--- config.mk ---
export PLATFORM = sky130hd
export DESIGN_NAME = depth_adaptive_confidence_threshold
export DESIGN_NICKNAME = d
export VERILOG_FILES = /design/src/hw/rtl/dact_pkg.sv /design/src/hw/rtl/depth_adaptive_confidence_threshold.sv
export SDC_FILE = /design/constraint.sdc
export NUM_CORES = 2
export LEC_CHECK = 0
export BUFFER_PORTS_ARGS = -buffer_cell sky130_fd_sc_hd__buf_4
export CAP_MARGIN = 10
export CORE_AREA = 2 2 258 260
export DETAILED_ROUTE_END_ITERATION = 8
export DIE_AREA = 0 0 260 262
export PLACE_DENSITY = 0.65
export SYNTH_ARGS = -nofsm -noshare
export SYNTH_HDL_FRONTEND = slang
export SYNTH_SLANG_ARGS = --single-unit
--- constraint.sdc ---
create_clock -name i_clk -period 7.3 [get_ports i_clk]
set_input_delay 0.365 -clock i_clk [delete_from_list [all_inputs] [get_ports i_clk]]
set_output_delay 0.365 -clock i_clk [all_outputs]
set_load 0.01 [all_outputs]
--- src/hw/rtl/dact_pkg.sv ---
// Shared types and constants for the depth-adaptive confidence threshold block.
package dact_pkg;

    localparam int DEPTH_W = 16;
    localparam int CONF_W  = 16;
    localparam int THR_W   = 16;
    localparam int CMD_W   = 2;
    localparam int CFG_IDX_W = 8;

    // tdata widths, rounded up to whole bytes
    localparam int S_TDATA_W = DEPTH_W + CONF_W;
    localparam int M_TDATA_W = 8;

    // signed difference of two unsigned Q0.16 values, and its product with a span
    localparam int DIFF_W = CONF_W + 1;
    localparam int PROD_W = DIFF_W + DEPTH_W + 1;

    typedef logic [CMD_W-1:0]     t_cmd;
    typedef logic [DEPTH_W-1:0]   t_depth;
    typedef logic [CONF_W-1:0]    t_conf;
    typedef logic [THR_W-1:0]     t_thr;
    typedef logic [CFG_IDX_W-1:0] t_cfg_idx;

    localparam t_cmd CMD_START    = 2'd0;
    localparam t_cmd CMD_ACCUM    = 2'd1;
    localparam t_cmd CMD_CLASSIFY = 2'd2;

    localparam t_cfg_idx REG_NEAR = 8'd0;
    localparam t_cfg_idx REG_FAR  = 8'd1;

    localparam t_thr   THR_RESET       = 16'd32768;
    localparam t_depth DEPTH_MIN_RESET = 16'hFFFF;
    localparam t_depth DEPTH_MAX_RESET = 16'h0000;

endpackage

--- src/hw/rtl/depth_adaptive_confidence_threshold.sv ---
// Top level of the depth-adaptive confidence threshold block.
// Each frame is streamed twice. A start transaction (tuser = 0) clears the depth statistics;
// accumulate transactions (tuser = 1) track the minimum and maximum non-zero depth; classify
// transactions (tuser = 2) yield one result each: foreground is set when the confidence reaches
// a threshold interpolated linearly from near_threshold at the minimum depth to far_threshold at
// the maximum depth (depth clamped into that span). The test is exact, by cross-multiplication:
// (conf - near) * span >= (far - near) * offset. Frames without a valid depth span, and pixels
// with depth 0, use near_threshold; used_fallback marks the former. Tuser = 3 is ignored.
// Rate: one input transaction per cycle while the pipeline is not backed up. Start and
// accumulate finish at acceptance. A classify goes through three pipeline registers (operand
// prep, two 17x17 multipliers, compare); the first loads at the accepting edge and the result
// leaves from the third. Each stage stalls only when the stage after it is full and
// stalled, so the input keeps taking transactions while a result waits at the output until all
// three stages hold results. Statistics are read at acceptance, so later accumulate
// transactions never affect a classify already in flight. Threshold registers are written over
// the configuration channel, which is always ready; write them only while the block is idle.
module depth_adaptive_confidence_threshold (
    input  logic                       i_clk,
    input  logic                       i_rst_n,
    // input stream
    input  logic                       i_s_axis_tvalid,
    output logic                       o_s_axis_tready,
    input  logic [dact_pkg::S_TDATA_W-1:0] i_s_axis_tdata,  // [15:0] depth_mm, [31:16] confidence
    input  logic [dact_pkg::CMD_W-1:0] i_s_axis_tuser,      // [1:0] command
    // result stream
    output logic                       o_m_axis_tvalid,
    input  logic                       i_m_axis_tready,
    output logic [dact_pkg::M_TDATA_W-1:0] o_m_axis_tdata,  // [0] foreground, [1] used_fallback
    // configuration write channel
    input  logic                       i_cfg_valid,
    output logic                       o_cfg_ready,
    input  logic [dact_pkg::CFG_IDX_W-1:0] i_cfg_index,
    input  logic [dact_pkg::THR_W-1:0] i_cfg_data
);
    import dact_pkg::*;

    // threshold registers
    t_thr r_near;
    t_thr r_far;

    // frame statistics
    t_depth r_dmin, n_dmin;
    t_depth r_dmax, n_dmax;
    logic   r_seen, n_seen;

    // pipeline stage 1: prepared operands
    logic              r1_v;
    logic              r1_fb;
    t_depth            r1_span;
    t_depth            r1_off;
    logic [DIFF_W-1:0] r1_dcn;
    logic [DIFF_W-1:0] r1_dfn;

    // pipeline stage 2: products
    logic                     r2_v;
    logic                     r2_fb;
    logic signed [PROD_W-1:0] r2_p_conf;
    logic signed [PROD_W-1:0] r2_p_thr;

    // stage 3: result register
    logic r3_v;
    logic r3_fg;
    logic r3_fb;

    logic en1, en2, en3;
    logic s_accept;

    t_cmd   in_cmd;
    t_depth in_depth;
    t_conf  in_conf;

    // classify operand prep
    logic   c_fb;
    logic   c_plain;
    t_depth c_dclamp;
    t_depth c_span;
    t_depth c_off;
    logic [DIFF_W-1:0] c_dcn;
    logic [DIFF_W-1:0] c_dfn;

    logic signed [PROD_W-1:0] c_p_conf;
    logic signed [PROD_W-1:0] c_p_thr;

    assign in_cmd   = i_s_axis_tuser;
    assign in_depth = i_s_axis_tdata[DEPTH_W-1:0];
    assign in_conf  = i_s_axis_tdata[DEPTH_W +: CONF_W];

    // stall chain: a stage moves when it is empty or the next one moves
    assign en3 = !r3_v || i_m_axis_tready;
    assign en2 = !r2_v || en3;
    assign en1 = !r1_v || en2;

    assign o_s_axis_tready = en1;
    assign s_accept        = i_s_axis_tvalid && en1;

    assign o_cfg_ready = 1'b1;

    // ---------------- configuration ----------------
    always_ff @(posedge i_clk) begin
        if (!i_rst_n) begin
            r_near <= THR_RESET;
            r_far  <= THR_RESET;
        end else if (i_cfg_valid) begin
            if (i_cfg_index == REG_NEAR) begin
                r_near <= i_cfg_data;
            end
            if (i_cfg_index == REG_FAR) begin
                r_far <= i_cfg_data;
            end
        end
    end

    // ---------------- statistics ----------------
    always_comb begin
        n_dmin = r_dmin;
        n_dmax = r_dmax;
        n_seen = r_seen;
        if (s_accept) begin
            if (in_cmd == CMD_START) begin
                n_dmin = DEPTH_MIN_RESET;
                n_dmax = DEPTH_MAX_RESET;
                n_seen = 1'b0;
            end else if (in_cmd == CMD_ACCUM && in_depth != '0) begin
                if (in_depth < r_dmin) begin
                    n_dmin = in_depth;
                end
                if (in_depth > r_dmax) begin
                    n_dmax = in_depth;
                end
                n_seen = 1'b1;
            end
        end
    end

    always_ff @(posedge i_clk) begin
        if (!i_rst_n) begin
            r_dmin <= DEPTH_MIN_RESET;
            r_dmax <= DEPTH_MAX_RESET;
            r_seen <= 1'b0;
        end else begin
            r_dmin <= n_dmin;
            r_dmax <= n_dmax;
            r_seen <= n_seen;
        end
    end

    // ---------------- stage 1: operand prep ----------------
    // Fallback frames and invalid pixels reduce to span = 1, offset = 0, which turns the
    // cross-multiplied test into conf >= near.
    always_comb begin
        c_fb    = !r_seen || (r_dmax <= r_dmin);
        c_plain = c_fb || (in_depth == '0);
        priority if (in_depth < r_dmin) begin
            c_dclamp = r_dmin;
        end else if (in_depth > r_dmax) begin
            c_dclamp = r_dmax;
        end else begin
            c_dclamp = in_depth;
        end
        if (c_plain) begin
            c_span = t_depth'(1);
            c_off  = '0;
        end else begin
            c_span = r_dmax - r_dmin;
            c_off  = c_dclamp - r_dmin;
        end
        c_dcn = {1'b0, in_conf} - {1'b0, r_near};
        c_dfn = {1'b0, r_far} - {1'b0, r_near};
    end

    always_ff @(posedge i_clk) begin
        if (!i_rst_n) begin
            r1_v <= 1'b0;
        end else if (en1) begin
            r1_v <= s_accept && (in_cmd == CMD_CLASSIFY);
        end
    end

    always_ff @(posedge i_clk) begin
        if (en1) begin
            r1_fb   <= c_fb;
            r1_span <= c_span;
            r1_off  <= c_off;
            r1_dcn  <= c_dcn;
            r1_dfn  <= c_dfn;
        end
    end

    // ---------------- stage 2: products ----------------
    assign c_p_conf = PROD_W'($signed(r1_dcn) * $signed({1'b0, r1_span}));
    assign c_p_thr  = PROD_W'($signed(r1_dfn) * $signed({1'b0, r1_off}));

    always_ff @(posedge i_clk) begin
        if (!i_rst_n) begin
            r2_v <= 1'b0;
        end else if (en2) begin
            r2_v <= r1_v;
        end
    end

    always_ff @(posedge i_clk) begin
        if (en2) begin
            r2_fb     <= r1_fb;
            r2_p_conf <= c_p_conf;
            r2_p_thr  <= c_p_thr;
        end
    end

    // ---------------- stage 3: compare, result register ----------------
    always_ff @(posedge i_clk) begin
        if (!i_rst_n) begin
            r3_v <= 1'b0;
        end else if (en3) begin
            r3_v <= r2_v;
        end
    end

    always_ff @(posedge i_clk) begin
        if (en3) begin
            r3_fg <= (r2_p_conf >= r2_p_thr);
            r3_fb <= r2_fb;
        end
    end

    assign o_m_axis_tvalid = r3_v;
    assign o_m_axis_tdata  = {{(M_TDATA_W-2){1'b0}}, r3_fb, r3_fg};

endmodule

==> flow_summary.toml <==
[synth]
yosysTopAreaCell = "fa_1"
synthMuxAreaShare_pct = 1.94
ys_seq_elements = 206
synth_adder_area_share_pct = 46.2
synthArstFlopShare_pct = 0
syn_area_um2 = 32500
synth_cell_types = 73
synth_top_area_share_pct = 34.6
yosysWarnings = 0
synth_edf_count = 138
seq_area_frac_synth_pct = 16.9
synth_compound_area_share_pct = 6.87
syn_inst = 3449
synth_area_leaders = "fa_1 (35%), edfxtp_1 (13%), ha_1 (12%)"
synth_xor_area_share_pct = 2.94
synth_top_family_by_area = "adder cells"
yosys.area_share.simple_pct = 14.2
avgSynthCellArea_um2 = 9.43
synth_ff_type = "edfxtp_1"

[sta]
hold_violations = 0
tightest_slew_ns = 0.942
setup-tns-final_ns = 0
slew_headroom_pct = 37.1
hold-worst-slack_ns = 0.0472
report.final.setup_viol = 0
rsz0062_at_grt = "false"
slew_viol_final = 0
skew_ns = 0.0166
layout_min_cycle_time_ns = 6.76
maxClockFrequency_mhz = 148
fin_ws_ns = 0.542
timing.final.crit_share_pct = 92.6

[pwr]
irDropWorstVdd_mv = 0.141
comb_power_share_pct = 16.0
switchingPower_mw = 0.890
power.density_nw_per_um2 = 88.3
total_power_mw = 3.06
netSwitchingFraction_pct = 29.1
power.internal_mw = 2.17
p_leak_nw = 17.2
clkPwrFrac_pct = 39.9
sequentialPowerShare_pct = 44.1

[clocking]
cts_setup_buffers = 0
clk-insertion-delay-late_ns = 0.56
cts_tree = "yes"
htree_levels = 1
clock_path_buffers = 3
hold_buffers = 0
numCtsBuffers = 25
clk_pin_slew_ns = 0.06
ctsResizeCount = 0
cts_root_buf = "clkbuf_16"
cts.sinks = 206

[critical_path]
crit_top_cell = "fa_1"
arrival_ns = 7.05
crit_path_max_fanout = 17
cp-start-kind = "flip-flop"
worstPathCellList = "nand2_1 > fa_1 > inv_1 > fa_1 > fa_1 > fa_1 > fa_1 > inv_1 > fa_1 > inv_1 > ha_1 > a21o_1 > a211oi_1 > nand2_1 > o221ai_2 > o21ai_1 > a41o_1 > nor4_1 > nor3_1 > xor2_1"
critPathRequiredTime_ns = 7.60
end_kind = "flip-flop"
critPathMaxStageDelay_ns = 0.78
crit_type = "flip-flop to flip-flop"
critical_path.slowest_cell = "edfxtp_1"

[floorplanning]
core.rowCount = 94
die-area_um2 = 68100
initial_core_util_pct = 49.8
coreArea_um2 = 65300
ios = 74
die_w_um = 260
dieHeight_um = 262

[placed_design]
dp_slack_ns = 0.579
place.gp.congestion = 0.877
hpwlAfterDp_um = 61300
port_buffers = 66

[grt]
grt_pass1_wl_um = 124000
grt_max_degree = 70
antenna_found_initial = 5
grt_pass1_vias = 24000
gr-total-overflow = 0
groute.usage.overall_pct = 23.1

[drt]
wl_per_cell_um = 17.0
drcViolationCount = 0
routed_via_density = 5.19
dr.pass1.iters = 5
totalWireLength_um = 74000
num_vias = 22500
drt_iter0_drc = 1252
ant_nets = 0

[outcome]
status = "completed"

[cells_and_area]
layout_common_cells = "inv_1 (812), fa_1 (562), nand2_1 (381)"
syn_to_final_growth_pct = 6.57
multiInputGateArea_um2 = 23500
fin_nets = 4388
drive_gt1_share_pct = 4.71
fillerInstances = 5977
seq_area_um2 = 5510
final_common_cell = "inv_1"
utilization_pct = 53.1
diodes = 0

[min_path]
hp-class = "input pin to flip-flop"

[flow_run]
drv_cap = 0
[layer usage]
| metal | track usage [%] | share of wire, % | up-vias |
|---|---|---|---|
| li1 | - | - | 10600 |
| met4 | 6.53 | 3.3 | 10 |
| met3 | 2.92 | 4.5 | 126 |
| met5 | 0 | 0.084 | - |
| met2 | 40.3 | 49 | 421 |
| met1 | 30.3 | 43 | 11400 |
[flip-flops by register name (all words and copies together) (netlist names), 16 cells and up]
name,flops
r1_off,16
r2_p_thr,34
r1_span,16
r1_dcn,17
r2_p_conf,34
r_near,16
r_far,16
r1_dfn,17
r_dmin,16
r_dmax,16
[kinds of logic after synthesis]
logic type | after synthesis
flops | 206
mux | 63
other cells | 2
fa+ha+maj | 864
compound gates | 335
simple gates | 944
buf+inv | 926
xor+xnor | 109
[worst max-delay path: cells and delay by family (launching register included)]
family / cells / cell delay, ns
xor gates and xnor gates: 1 / 0.14
DFF: 1 / 0.78
buffers and inverters: 3 / 0.24
adders and majority gates: 7 / 3.54
and+or+nand+nor: 4 / 0.67
AOI/OAI and AO/OA: 5 / 1.14
[cell usage after synthesis, types with 6 or more instances]
cell type,n
nor2b_1,82
and2_1,226
fa_1,562
or2_2,6
o21bai_1,6
xor2_1,32
buf_4,10
nand4_1,20
xnor2_1,77
mux2i_1,63
nor2_1,118
nand3_1,26
o21ai_0,37
nor4_1,6
nand2_1,382
a21boi_0,7
a31oi_1,10
a21o_1,56
a21oi_1,95
a211oi_1,11
nor3_1,31
clkbuf_1,99
edfxtp_1,138
a22oi_1,16
inv_1,812
ha_1,302
o21a_1,15
or3_1,10
dfxtp_1,68
o21ai_1,25
nand2b_1,14
o211ai_1,7
[area by class of cell]
| class | instances | share of cell area (%) |
|---|---|---|
| Tap cell | 864 | 3.12 |
| Clock buffer | 35 | 2.03 |
| Sequential cell | 206 | 15.9 |
| Inverter | 812 | 8.80 |
| Multi-Input combinational cell | 2322 | 67.9 |
| Clock inverter | 11 | 0.217 |
| Timing Repair Buffer | 94 | 2.04 |
[path summary, 6_finish.rpt]
kind,startpoint,to,slack [ns],cells past startpoint
worst max-delay path,r1_span[2]$_SDFFCE_PP0N_,r2_p_conf[32]$_DFFE_PP_,0.54,20
worst min-delay path,i_cfg_data[15],r_far[15]$_SDFFE_PN1P_,0.05,3
worst max register to register,r1_span[2]$_SDFFCE_PP0N_,r2_p_conf[32]$_DFFE_PP_,0.54,20
worst min register to register,r2_fb$_DFFE_PP_,r3_fb$_DFFE_PP_,0.42,0
[through the flow]
| step | cells | cell area [um2] |
|---|---|---|
| global placement | 4298 | 33900 |
| floorplan | 3454 | 32500 |
| global route | 4344 | 34600 |
| detailed placement | 4298 | 33900 |
| CTS | 4344 | 34600 |
| finish | 4344 | 34600 |
[power groups by stage]
stage	combinational [mW]	sequential (mW)	clock, mW
floorplan	0.371	1.32	0
global placement	0.482	1.37	0
detailed placement	0.487	1.37	0
CTS	0.493	1.35	1.25
global route	0.555	1.36	1.29
finish	0.490	1.35	1.22
Note: power is estimated with default switching activity, not from simulation.
